File: src/hdl/hhsp_pkg.sv
// types, span kind codes and parse phases for the http head span parser
// no dependencies; imported by http_head_span_parser_core
package hhsp_pkg;

   // span kinds carried on the result channel
   localparam logic [3:0] KIND_METHOD     = 4'd0;
   localparam logic [3:0] KIND_URI        = 4'd1;
   localparam logic [3:0] KIND_QUERY      = 4'd2;
   localparam logic [3:0] KIND_PROTO      = 4'd3;
   localparam logic [3:0] KIND_CODE       = 4'd4;
   localparam logic [3:0] KIND_REASON     = 4'd5;
   localparam logic [3:0] KIND_NAME       = 4'd6;
   localparam logic [3:0] KIND_VALUE      = 4'd7;
   localparam logic [3:0] KIND_HEAD       = 4'd8;
   localparam logic [3:0] KIND_MSG        = 4'd9;
   localparam logic [3:0] KIND_ERR        = 4'd10;
   localparam logic [3:0] KIND_INCOMPLETE = 4'd11;

   localparam logic [3:0] LEN_NAME_SIZE = 4'd14;
   localparam int         MAX_RES       = 3;

   typedef enum logic [4:0] {
      PH_WS, PH_METHOD, PH_METHOD_SP, PH_URI, PH_QUERY, PH_URI_SP, PH_PROTO,
      PH_RPROTO, PH_RPROTO_SP, PH_CODE1, PH_CODE2, PH_CODE_SP, PH_REASON,
      PH_LINE_NL, PH_NAME, PH_NAME_DELIM, PH_VALUE, PH_IGNORE, PH_BODY, PH_ERROR
   } phase_type;

   typedef struct packed {
      logic [3:0]  kind;
      logic [15:0] start;
      logic [15:0] length;
      logic [31:0] num;
      logic        last;
   } result_type;

   // results of one byte, in order, with their count
   typedef struct packed {
      result_type [MAX_RES-1:0] item;
      logic [1:0]               count;
   } res_list_type;

   // lower-case "content-length"
   function automatic logic [7:0] len_name_char(input logic [3:0] idx);
      logic [7:0] c;
      unique case (idx)
         4'd0:    c = "c";
         4'd1:    c = "o";
         4'd2:    c = "n";
         4'd3:    c = "t";
         4'd4:    c = "e";
         4'd5:    c = "n";
         4'd6:    c = "t";
         4'd7:    c = "-";
         4'd8:    c = "l";
         4'd9:    c = "e";
         4'd10:   c = "n";
         4'd11:   c = "g";
         4'd12:   c = "t";
         4'd13:   c = "h";
         default: c = 8'h00;
      endcase
      return c;
   endfunction

   function automatic result_type mk_res(input logic [3:0] kind,
                                         input logic [15:0] start,
                                         input logic [15:0] length,
                                         input logic [31:0] num);
      result_type r;
      r.kind   = kind;
      r.start  = start;
      r.length = length;
      r.num    = num;
      r.last   = 1'b0;
      return r;
   endfunction

   // append a result, dropping anything past the third
   function automatic res_list_type add_res(input res_list_type lst,
                                            input result_type r);
      res_list_type o;
      o = lst;
      if (lst.count != 2'(MAX_RES)) begin
         o.item[lst.count] = r;
         o.count           = lst.count + 2'd1;
      end
      return o;
   endfunction

   function automatic logic [15:0] sat16_32(input logic [31:0] v);
      return (v[31:16] != 16'd0) ? 16'hFFFF : v[15:0];
   endfunction

   function automatic logic [15:0] sat16_17(input logic [16:0] v);
      return v[16] ? 16'hFFFF : v[15:0];
   endfunction

endpackage

File: src/hdl/http_head_span_parser_core.sv
// A byte's results are written into a 4-entry result queue at the accepting edge and
// leave it in order, one per cycle while rsp_tready is high.
// Throughput: one byte per cycle while rsp_tready is high and each byte gives at most
// one result; the queue must hold room for three results for a byte to be taken. The
// parse state updates in one pass. Reset (synchronous, active high) returns to the
// leading whitespace phase, empties the queue and sets is_request to 1.
// depends on hhsp_pkg
module http_head_span_parser_core import hhsp_pkg::*; #(
   parameter int MAX_HEADERS = 64,
   parameter int MAX_MESSAGE = 65536
) (
   input  logic        clock,
   input  logic        reset,
   input  logic        req_tvalid,
   output logic        req_tready,
   input  logic [7:0]  req_tdata,   // [7:0] data_byte
   input  logic        req_tlast,   // end_of_buffer
   output logic        rsp_tvalid,
   input  logic        rsp_tready,
   output logic [71:0] rsp_tdata,   // [3:0] span_kind, [19:4] span_start,
                                    // [35:20] span_length, [67:36] numeric_value
   output logic        rsp_tlast,   // last_of_run
   input  logic        csr_valid,
   output logic        csr_ready,
   input  logic        csr_data     // is_request
);

   localparam logic [16:0] LastOff  = 17'(MAX_MESSAGE - 1);
   localparam logic [6:0]  HdrLimit = 7'(MAX_HEADERS - 1);

   // parse state
   logic        isreq_ff;
   phase_type   phase_ff, phase_in;
   logic [15:0] off_ff, off_in;
   logic [15:0] fstart_ff, fstart_in;
   logic [15:0] lastns_ff, lastns_in;
   logic [6:0]  hcnt_ff, hcnt_in;
   logic [3:0]  midx_ff, midx_in;
   logic        match_ff, match_in;
   logic        seen_ff, seen_in;
   logic [31:0] lacc_ff, lacc_in;
   logic [9:0]  cacc_ff, cacc_in;
   logic [1:0]  term_ff, term_in;
   logic [16:0] hlen_ff, hlen_in;

   res_list_type res;
   logic         req_fire;

   // result queue
   result_type  fifo_ff [4];
   logic [1:0]  rd_ff, wr_ff;
   logic [2:0]  cnt_ff;
   logic        pop;

   assign csr_ready  = 1'b1;
   assign req_tready = (cnt_ff <= 3'd1);
   assign req_fire   = req_tvalid & req_tready;
   assign rsp_tvalid = (cnt_ff != 3'd0);
   assign pop        = rsp_tvalid & rsp_tready;
   assign rsp_tdata  = {4'd0, fifo_ff[rd_ff].num, fifo_ff[rd_ff].length,
                        fifo_ff[rd_ff].start, fifo_ff[rd_ff].kind};
   assign rsp_tlast  = fifo_ff[rd_ff].last;

   // one byte through the parser
   always_comb begin
      logic [7:0]  b;
      logic [7:0]  lc;
      logic [16:0] pos1;
      logic        nl, digit, finished, head_end, chosen;
      logic [35:0] prod;
      b         = req_tdata;
      pos1      = {1'b0, off_ff} + 17'd1;
      nl        = (b == 8'h0D) || (b == 8'h0A);
      digit     = (b >= "0") && (b <= "9");
      lc        = ((b >= "A") && (b <= "Z")) ? (b + 8'd32) : b;
      finished  = 1'b0;
      head_end  = 1'b0;
      chosen    = 1'b0;
      prod      = 36'd0;
      res       = '0;
      phase_in  = phase_ff;
      off_in    = off_ff;
      fstart_in = fstart_ff;
      lastns_in = lastns_ff;
      hcnt_in   = hcnt_ff;
      midx_in   = midx_ff;
      match_in  = match_ff;
      seen_in   = seen_ff;
      lacc_in   = lacc_ff;
      cacc_in   = cacc_ff;
      term_in   = term_ff;
      hlen_in   = hlen_ff;

      if (phase_ff != PH_ERROR) begin
         if (phase_ff != PH_BODY) begin
            // control bytes are fatal in the head
            if (((b < 8'h20) && !nl) || (b == 8'h7F)) begin
               phase_in = PH_ERROR;
               res = add_res(res, mk_res(KIND_ERR, off_ff, 16'd0, 32'd0));
            end else begin
               unique case (phase_ff)
                  PH_WS: begin
                     if (!(b == " " || nl)) begin
                        fstart_in = off_ff;
                        phase_in  = isreq_ff ? PH_METHOD : PH_RPROTO;
                     end
                  end
                  PH_METHOD: begin
                     if (b == " ") begin
                        res = add_res(res, mk_res(KIND_METHOD, fstart_ff,
                                                  off_ff - fstart_ff, 32'd0));
                        phase_in = PH_METHOD_SP;
                     end
                  end
                  PH_METHOD_SP: begin
                     if (b == "?") begin
                        res = add_res(res, mk_res(KIND_URI, off_ff, 16'd0, 32'd0));
                        fstart_in = pos1[15:0];
                        phase_in  = PH_QUERY;
                     end else if (b != " ") begin
                        fstart_in = off_ff;
                        phase_in  = PH_URI;
                     end
                  end
                  PH_URI: begin
                     if (b == " " || b == "?") begin
                        res = add_res(res, mk_res(KIND_URI, fstart_ff,
                                                  off_ff - fstart_ff, 32'd0));
                        if (b == " ") begin
                           phase_in = PH_URI_SP;
                        end else begin
                           fstart_in = pos1[15:0];
                           phase_in  = PH_QUERY;
                        end
                     end
                  end
                  PH_QUERY: begin
                     if (b == " ") begin
                        res = add_res(res, mk_res(KIND_QUERY, fstart_ff,
                                                  off_ff - fstart_ff, 32'd0));
                        phase_in = PH_URI_SP;
                     end
                  end
                  PH_URI_SP: begin
                     if (nl) begin
                        res = add_res(res, mk_res(KIND_PROTO, off_ff, 16'd0, 32'd0));
                        phase_in = PH_LINE_NL;
                     end else if (b != " ") begin
                        fstart_in = off_ff;
                        phase_in  = PH_PROTO;
                     end
                  end
                  PH_PROTO, PH_REASON: begin
                     if (nl) begin
                        res = add_res(res, mk_res((phase_ff == PH_PROTO) ? KIND_PROTO
                                                                         : KIND_REASON,
                                                  fstart_ff, off_ff - fstart_ff, 32'd0));
                        phase_in = PH_LINE_NL;
                     end
                  end
                  PH_RPROTO: begin
                     if (b == " ") begin
                        res = add_res(res, mk_res(KIND_PROTO, fstart_ff,
                                                  off_ff - fstart_ff, 32'd0));
                        phase_in = PH_RPROTO_SP;
                     end
                  end
                  PH_RPROTO_SP: begin
                     if (b != " ") begin
                        if (!digit) begin
                           phase_in = PH_ERROR;
                           res = add_res(res, mk_res(KIND_ERR, off_ff, 16'd0, 32'd0));
                        end else begin
                           cacc_in   = {6'd0, b[3:0]};
                           fstart_in = off_ff;
                           phase_in  = PH_CODE1;
                        end
                     end
                  end
                  PH_CODE1, PH_CODE2: begin
                     if (!digit) begin
                        phase_in = PH_ERROR;
                        res = add_res(res, mk_res(KIND_ERR, off_ff, 16'd0, 32'd0));
                     end else begin
                        cacc_in  = 10'({cacc_ff, 3'd0} + {cacc_ff, 1'b0} + 13'(b[3:0]));
                        phase_in = (phase_ff == PH_CODE1) ? PH_CODE2 : PH_CODE_SP;
                     end
                  end
                  PH_CODE_SP: begin
                     if (b != " " || cacc_ff < 10'd100 || cacc_ff > 10'd600) begin
                        phase_in = PH_ERROR;
                        res = add_res(res, mk_res(KIND_ERR, off_ff, 16'd0, 32'd0));
                     end else begin
                        res = add_res(res, mk_res(KIND_CODE, fstart_ff, 16'd3,
                                                  {22'd0, cacc_ff}));
                        fstart_in = pos1[15:0];
                        phase_in  = PH_REASON;
                     end
                  end
                  PH_LINE_NL: begin
                     if (!nl) begin
                        if (b == ":" || b == " " || hcnt_ff >= HdrLimit) begin
                           phase_in = PH_IGNORE;
                        end else begin
                           fstart_in = off_ff;
                           lastns_in = off_ff;
                           match_in  = (lc == len_name_char(4'd0));
                           midx_in   = match_in ? 4'd1 : 4'd0;
                           phase_in  = PH_NAME;
                        end
                     end
                  end
                  PH_NAME: begin
                     if (b == ":" || b == " ") begin
                        phase_in = PH_NAME_DELIM;
                     end else begin
                        lastns_in = off_ff;
                        if (match_ff) begin
                           if (midx_ff < LEN_NAME_SIZE && lc == len_name_char(midx_ff))
                              midx_in = midx_ff + 4'd1;
                           else
                              match_in = 1'b0;
                        end
                     end
                  end
                  PH_NAME_DELIM: begin
                     if (nl) begin
                        phase_in = PH_LINE_NL;
                     end else if (!(b == ":" || b == " ")) begin
                        res = add_res(res, mk_res(KIND_NAME, fstart_ff,
                                                  lastns_ff - fstart_ff + 16'd1, 32'd0));
                        hcnt_in = hcnt_ff + 7'd1;
                        chosen  = match_ff && (midx_ff == LEN_NAME_SIZE) && !seen_ff;
                        if (chosen) begin
                           seen_in = 1'b1;
                           lacc_in = {28'd0, b[3:0]};
                        end
                        match_in  = chosen && digit;
                        if (!(chosen && digit)) lacc_in = chosen ? 32'd0 : lacc_ff;
                        fstart_in = off_ff;
                        lastns_in = off_ff;
                        phase_in  = PH_VALUE;
                     end
                  end
                  PH_VALUE: begin
                     if (nl) begin
                        res = add_res(res, mk_res(KIND_VALUE, fstart_ff,
                                                  lastns_ff - fstart_ff + 16'd1, 32'd0));
                        match_in = 1'b0;
                        phase_in = (hcnt_ff >= HdrLimit) ? PH_IGNORE : PH_LINE_NL;
                     end else begin
                        if (b != " ") lastns_in = off_ff;
                        if (match_ff) begin
                           if (!digit) begin
                              match_in = 1'b0;
                           end else begin
                              prod = {lacc_ff, 3'd0} + {3'd0, lacc_ff, 1'b0}
                                   + 36'(b[3:0]);
                              lacc_in = (prod[35:32] != 4'd0) ? 32'hFFFF_FFFF
                                                               : prod[31:0];
                           end
                        end
                     end
                  end
                  default: begin
                  end
               endcase
            end

            // head terminator: LF LF or LF CR LF
            if (phase_in != PH_ERROR) begin
               head_end = (b == 8'h0A) && (term_ff == 2'd1 || term_ff == 2'd2);
               if (b == 8'h0A)                          term_in = 2'd1;
               else if (b == 8'h0D && term_ff == 2'd1)  term_in = 2'd2;
               else                                     term_in = 2'd0;
               if (head_end) begin
                  unique case (phase_in)
                     PH_WS, PH_METHOD, PH_METHOD_SP, PH_RPROTO, PH_RPROTO_SP,
                     PH_CODE1, PH_CODE2, PH_CODE_SP: begin
                        phase_in = PH_ERROR;
                        res = add_res(res, mk_res(KIND_ERR, off_ff, 16'd0, 32'd0));
                     end
                     PH_URI, PH_QUERY: begin
                        res = add_res(res, mk_res((phase_in == PH_URI) ? KIND_URI
                                                                       : KIND_QUERY,
                                                  fstart_in, pos1[15:0] - fstart_in,
                                                  32'd0));
                     end
                     default: begin
                     end
                  endcase
                  if (phase_in != PH_ERROR) begin
                     hlen_in = pos1;
                     res = add_res(res, mk_res(KIND_HEAD, 16'd0, sat16_32(lacc_in),
                                               {15'd0, pos1}));
                     if (lacc_in == 32'd0) begin
                        res = add_res(res, mk_res(KIND_MSG, sat16_17(pos1), 16'd0,
                                                  {15'd0, pos1}));
                        finished = 1'b1;
                     end else begin
                        phase_in = PH_BODY;
                     end
                  end
               end
            end
         end else if ({16'd0, pos1} == ({16'd0, hlen_ff} + {1'b0, lacc_ff})) begin
            // last body byte
            res = add_res(res, mk_res(KIND_MSG, sat16_17(hlen_ff), sat16_32(lacc_ff),
                                      {15'd0, pos1}));
            finished = 1'b1;
         end

         // message wrap-up, length limit and buffer end
         if (finished) begin
            phase_in  = PH_WS;
            off_in    = 16'd0;
            fstart_in = 16'd0;
            lastns_in = 16'd0;
            hcnt_in   = 7'd0;
            midx_in   = 4'd0;
            match_in  = 1'b1;
            seen_in   = 1'b0;
            lacc_in   = 32'd0;
            cacc_in   = 10'd0;
            term_in   = 2'd0;
            hlen_in   = 17'd0;
         end else if (phase_in != PH_ERROR) begin
            if ({1'b0, off_ff} >= LastOff) begin
               phase_in = PH_ERROR;
               res = add_res(res, mk_res(KIND_ERR, off_ff, 16'd0, 32'd0));
            end else begin
               off_in = pos1[15:0];
               if (req_tlast)
                  res = add_res(res, mk_res(KIND_INCOMPLETE, 16'd0, 16'd0,
                                            {15'd0, pos1}));
            end
         end
      end

      if (res.count != 2'd0) res.item[res.count - 2'd1].last = 1'b1;
   end

   // parse state registers
   always_ff @(posedge clock) begin
      if (reset) begin
         isreq_ff  <= 1'b1;
         phase_ff  <= PH_WS;
         off_ff    <= 16'd0;
         fstart_ff <= 16'd0;
         lastns_ff <= 16'd0;
         hcnt_ff   <= 7'd0;
         midx_ff   <= 4'd0;
         match_ff  <= 1'b1;
         seen_ff   <= 1'b0;
         lacc_ff   <= 32'd0;
         cacc_ff   <= 10'd0;
         term_ff   <= 2'd0;
         hlen_ff   <= 17'd0;
      end else begin
         if (csr_valid) isreq_ff <= csr_data;
         if (req_fire) begin
            phase_ff  <= phase_in;
            off_ff    <= off_in;
            fstart_ff <= fstart_in;
            lastns_ff <= lastns_in;
            hcnt_ff   <= hcnt_in;
            midx_ff   <= midx_in;
            match_ff  <= match_in;
            seen_ff   <= seen_in;
            lacc_ff   <= lacc_in;
            cacc_ff   <= cacc_in;
            term_ff   <= term_in;
            hlen_ff   <= hlen_in;
         end
      end
   end

   // result queue storage
   always_ff @(posedge clock) begin
      if (req_fire) begin
         if (res.count > 2'd0) fifo_ff[wr_ff]         <= res.item[0];
         if (res.count > 2'd1) fifo_ff[wr_ff + 2'd1]  <= res.item[1];
         if (res.count > 2'd2) fifo_ff[wr_ff + 2'd2]  <= res.item[2];
      end
   end

   // result queue pointers
   always_ff @(posedge clock) begin
      if (reset) begin
         rd_ff  <= 2'd0;
         wr_ff  <= 2'd0;
         cnt_ff <= 3'd0;
      end else begin
         if (pop) rd_ff <= rd_ff + 2'd1;
         if (req_fire) wr_ff <= wr_ff + res.count;
         cnt_ff <= cnt_ff + (req_fire ? {1'b0, res.count} : 3'd0) - {2'd0, pop};
      end
   end

endmodule
File: config.mk
export PLATFORM = sky130hd
export DESIGN_NAME = http_head_span_parser_core
export DESIGN_NICKNAME = d
export VERILOG_FILES = /design/src/hdl/hhsp_pkg.sv /design/src/hdl/http_head_span_parser_core.sv
export SDC_FILE = /design/constraint.sdc
export NUM_CORES = 2
export LEC_CHECK = 0
export ABC_CLOCK_PERIOD_IN_PS = 22100
export BUFFER_PORTS_ARGS = -buffer_cell sky130_fd_sc_hd__buf_2
export CELL_PAD_IN_SITES_DETAIL_PLACEMENT = 0
export CELL_PAD_IN_SITES_GLOBAL_PLACEMENT = 1
export CORE_ASPECT_RATIO = 0.6
export CORE_UTILIZATION = 30
export DETAILED_ROUTE_END_ITERATION = 16
export PLACE_DENSITY = 0.54
export SYNTH_ARGS = -nofsm -noshare
export SYNTH_HDL_FRONTEND = slang
export SYNTH_SLANG_ARGS = --single-unit
File: constraint.sdc
create_clock -name clock -period 22.1 [get_ports clock]
set_input_delay 2.21 -clock clock [delete_from_list [all_inputs] [get_ports clock]]
set_output_delay 2.21 -clock clock [all_outputs]
set_load 0.01 [all_outputs]
== Yosys cells after proc, flatten, opt, wreduce, memory -nomap -nowiden ==
Memories as Yosys holds them, arrays and structs flattened. A register that Yosys moved wholly into a read port is not among the register bits.
Cells that the tools add are included.

* Memories kept: 2
* Flip-flop bits (word level): 135
* Output and inout port bits: 76
* Bits in read-only memories: 112
* Bits of input ports: 15
* Memory bits (writable): 276
* Word-level logic and storage cells: 429

{| class="wikitable"
|+ Memory list
! name !! words !! bits a word !! read ports !! clocked after Yosys merged registers in !! write ports !! RTL line !! RTL
|-
| fifo_ff || 4 || 69 || 1 || 1 || 3 || http_head_span_parser_core.sv:50 || <nowiki>result_type fifo_ff [4];</nowiki>
|-
| (name not given) || 16 || 7 || 1 || 1 || 0 || hhsp_pkg.sv:45 || <nowiki>unique case (idx)</nowiki>
|}

* Eq/ne operators: 63
* Add/sub/neg operators: 24
* Reduce and logical (&&, ||, !) cells: 58
* Magnitude comparators: 24
* Bitwise operators: 2
* Mux-type cells: 240

{| class="wikitable"
|+ Operators with widths
! cell !! count
|-
| two-way mux 209 bit || 28
|-
| bitwise mux 207 bit || 7
|-
| one-hot mux 71 bit (12 select lines) || 1
|-
| demux 69 bit (select 2 bit) || 5
|-
| two-way mux 16 bit || 34
|-
| two-way mux 69 bit || 7
|-
| two-way mux 32 bit || 14
|-
| one-hot mux 209 bit (2 select lines) || 1
|-
| two-way mux 71 bit || 5
|-
| two-way mux 70 bit || 4
|-
| two-way mux 207 bit || 1
|-
| two-way mux 5 bit || 38
|-
| two-way mux 68 bit || 2
|-
| one-hot mux 16 bit (8 select lines) || 1
|-
| two-way mux 17 bit || 5
|-
| one-hot mux 5 bit (15 select lines) || 1
|-
| two-way mux 67 bit || 1
|-
| one-hot mux 16 bit (4 select lines) || 1
|-
| one-hot mux 32 bit (2 select lines) || 1
|-
| == test 5 x 4 -> 1 bit (second input constant) || 12
|-
| two-way mux 10 bit || 6
|-
| two-way mux 8 bit || 7
|-
| subtractor 16 bit || 3
|-
| two-way mux 7 bit || 6
|-
| other kinds (75) || 220
|}

== Logic depth before layout (Yosys ltp) ==
* Depth in word-level cells: 60
* Gate-level depth with buffers: 36
* Depth with buffers taken out: 30

== Worst setup path after synthesis ==
No wires, ideal clock.

* Path type: input-to-reg
* Start point: input port req_tdata[0]
* End point: memory fifo_ff[0][0] (netlist name) (enable)
* Arrival: 11.538 ns
* Library setup time: 0.547 ns
* Stages on the path: 25
* Path slack: 10.015 ns
* Required time: 21.553 ns
* Path buffers: 4
* Cells stage by stage: clkbuf_1 -> or2_2 -> a211oi_1 -> o31ai_1 -> or2_0 -> or4_1 -> clkbuf_1 -> mux2i_1 -> and2_1 -> clkbuf_1 -> o21ai_0 -> clkbuf_1 -> inv_1 -> nor2_1 -> inv_1 -> ha_1 -> inv_1 -> nor2_1 -> or3_1 -> o31ai_2 -> nor2_1 -> o21a_2 -> nor2_1 -> o21ai_0 -> a211oi_1

{| class="wikitable"
|+ RTL lines
! element !! RTL line !! RTL
|-
| start, declared || http_head_span_parser_core.sv:16 || <nowiki>input logic [7:0] req_tdata,</nowiki>
|-
| end, declared || http_head_span_parser_core.sv:50 ||
|}

==> reports/summary.txt <==
status - completed
Max-Cap Viols - 0
total CTS buffers - 41
Sink Count - 360
crit path to - fifo_ff[0][15]
Rows - 91
cell area after layout - 0.0352 mm²
met3 GRT Util - 10.9%
Worst Clk Skew - 0.0240 ns
synthesis-stage register bit count - 360
DRT iter0 DRCs - 4578
number of I/O port buffers - 70
Final Cycle Share - 51.6%
Core Box Area - 0.104 mm²
postcts setup bufs - 0
cells after synthesis - 3858
Chip Height - 254 µm
Finished Layout Cells - 5278
DR vias/cell - 6.21
layout cells sized above 1 - 11.4%
max_slew headroom - 7.04%
number of global-route vias before repair - 29500
Finish-stage setup viols - 0
unrepaired setup endpoints after global routing - no
PD cells - 68.9 mW/mm²
largest net degree at the start of global routing - 70
Peak VDD IR - 0.0000598 V
met1 usage - 47.9%
grt met2 use - 37.3%
CP Launch Type - primary input
synth warn - 0
most frequent cell after synthesis - a21oi_1
Post-Place Cells - 5202
global-route wire length before repair - 233 mm
routed wire length - 167 mm
DIE WIDTH - 422 µm
cts hold-fix bufs - 0
total power - 2.42 mW
Worst-path clk slew - 0.06 ns
dpl cell area - 0.0339 mm²
hold slack - 0.457 ns
antenna-violating nets left - 0
r2r endpoint - fifo_ff[0][15]
Top Ports - 91
Layout area overhead - 11.0%
crit path launch - req_tdata[3]
Fmax achieved - 87.8 MHz
share of flip-flops with an asynchronous set or reset - 0%
final net count - 4049
clk buf depth - 3
most instantiated cells after synthesis - a21oi_1, nand2_1, nor2_1, o21ai_0, edfxtp_1
DR WL/cell - 31.6 µm
GR Overflow Total - 0
worst slew pin tran - 1.38 ns
Worst setup EP type - flop
Initial DRT Pass Iterations - 9
Post-CTS Resized - 0
initial antenna violation count - 7
Initial Utilization - 30.5%
kind of critical path - primary input to flop
post-synthesis sequential area ratio - 29.6%
clock latency at the later pin of the worst-skew pair - 0.61 ns
synthesized area - 0.0317 mm²
CTS root buf - clkbuf_16
R2R Setup Slk - 11.83 ns
r2r worst-path depth - 21
critical path arrival - 11.65 ns
Final Hold Fails - 0
Worst EP required - 22.36 ns
top cell type by total area after synthesis - edfxtp_1
DRC violations left - 0
total die area - 0.107 mm²
cells taking the most area after synthesis - edfxtp_1, dfxtp_1, ha_1
Final TNS setup - 0 ns
CTS tree - done
Detailed Place HPWL - 128 mm
Post-synth EDFFs - 216
Main synth FF type - edfxtp_1
H-tree lvl count - 2
syn_area_per_cell - 8.21 µm²
crit path time final - 11.39 ns
Hold Path Class - flop to flop
CP max FO - 23
Tot GR Track Use - 30.1%
DR vias - 32800
gr busiest metal - met1
reg2reg start - lacc_ff[2]
routability cong. - 1.04
Yosys top cell area share - 20.5%
number of unique standard cell types used by synthesis - 111
Leak Pwr - 13.4 nW
Slew Viols, Final - 0
-- how the worst min path moves through the flow --
stage,end,from,cells past startpoint
after floorplan,lastns_ff[1],lastns_ff[1],2
after global placement,lastns_ff[5],lastns_ff[5],2
after detailed placement,lastns_ff[1],lastns_ff[1],2
after CTS,lastns_ff[1],lastns_ff[1],2
after global routing,lastns_ff[1],lastns_ff[1],2
final,lastns_ff[1],lastns_ff[1],2
-- placed cells by master (no fill, tap or decap), types with 12 or more instances in the layout --
cell / n
nor2_1: 365
nand4_1: 46
mux2_2: 32
edfxtp_1: 216
a211o_1: 18
o2111ai_1: 12
xor2_1: 43
nor2b_1: 22
inv_1: 114
and2_1: 22
nor4_1: 23
o21ai_0: 247
o31ai_1: 23
nand2_1: 393
mux4_2: 54
dfxtp_1: 142
o211ai_1: 57
mux2i_1: 122
a22oi_1: 48
and3_1: 30
buf_2: 69
clkbuf_16: 41
o21a_1: 30
o22ai_1: 56
buf_4: 138
or3_1: 21
a211oi_1: 34
a21oi_1: 402
o21bai_1: 17
nor3_1: 139
xnor2_1: 82
ha_1: 175
nand2b_1: 23
conb_1: 20
a21o_1: 53
o221ai_1: 30
a31oi_1: 37
nand3_1: 138
o21ai_1: 19
or2_2: 13
-- metal layers --
layer | up-vias | share of wire [%]
li1 | 14600 | -
met1 | 16200 | 50
met2 | 1825 | 36
met3 | 169 | 13
met4 | 2 | 1.7
met5 | - | 0.0078
-- worst max-delay path, cell delays in order --
cell and delay (ns):
buf_2 0.30, inv_1 0.18, fa_1 0.55, fa_1 0.42, nand2b_1 0.18, a21oi_1 0.32, a2bb2oi_1 0.53, a41oi_1 0.28
o21ai_0 0.28, xnor2_1 0.25, o211a_1 0.46, a41oi_1 0.28, nor4b_1 0.75, and2_0 0.84, a31oi_1 0.48, o21ai_1 0.41
mux2i_1 0.14, buf_4 0.22, inv_1 0.72, o21ai_0 0.42, a211oi_4 0.88, buf_4 0.49
-- report_power, final --
part	total, mW	internal [mW]	switching, mW
Sequential	0.775	0.746	0.0281
Clock	0.687	0.364	0.323
Combinational	0.963	0.287	0.676
-- layout make-up --
class / instances / area [µm²]
diodes: 2 / 5.00
clock buffers: 51 / 1080
clock inverters: 23 / 175
fillers: 11000 / 68600
inverters: 114 / 428
multi-input cells: 3126 / 21000
flip-flops and latches: 360 / 9370
well taps: 1395 / 1750
repair buffers: 207 / 1380
-- cell families after synthesis --
logic type	share of synthesized area, %
compound gates	26.0
xor+xnor	3.80
fa+ha+maj	7.48
buf+inv	5.10
flops	29.6
mux	8.83
other cells	0.0237
simple gates	19.2
-- sequential cells by signal, indices dropped and copies added, names as in the netlist, named ones only --
register / cells
cacc_ff: 10
cnt_ff: 3
fifo_ff: 216
fstart_ff: 16
hcnt_ff: 7
hlen_ff: 17
isreq_ff: 1
lacc_ff: 32
lastns_ff: 16
match_ff: 1
midx_ff: 4
off_ff: 16
phase_ff: 5
rd_ff: 2
seen_ff: 1
term_ff: 2
wr_ff: 2
-- stage by stage --
stage               util (%)  worst slack, ns
floorplan                  -            10.01
global placement        32.7            10.58
detailed placement      32.7            10.40
CTS                     33.9            10.95
global route            33.9            10.30
finish                  33.9            10.71
Note: power is estimated with default switching activity, not from simulation.
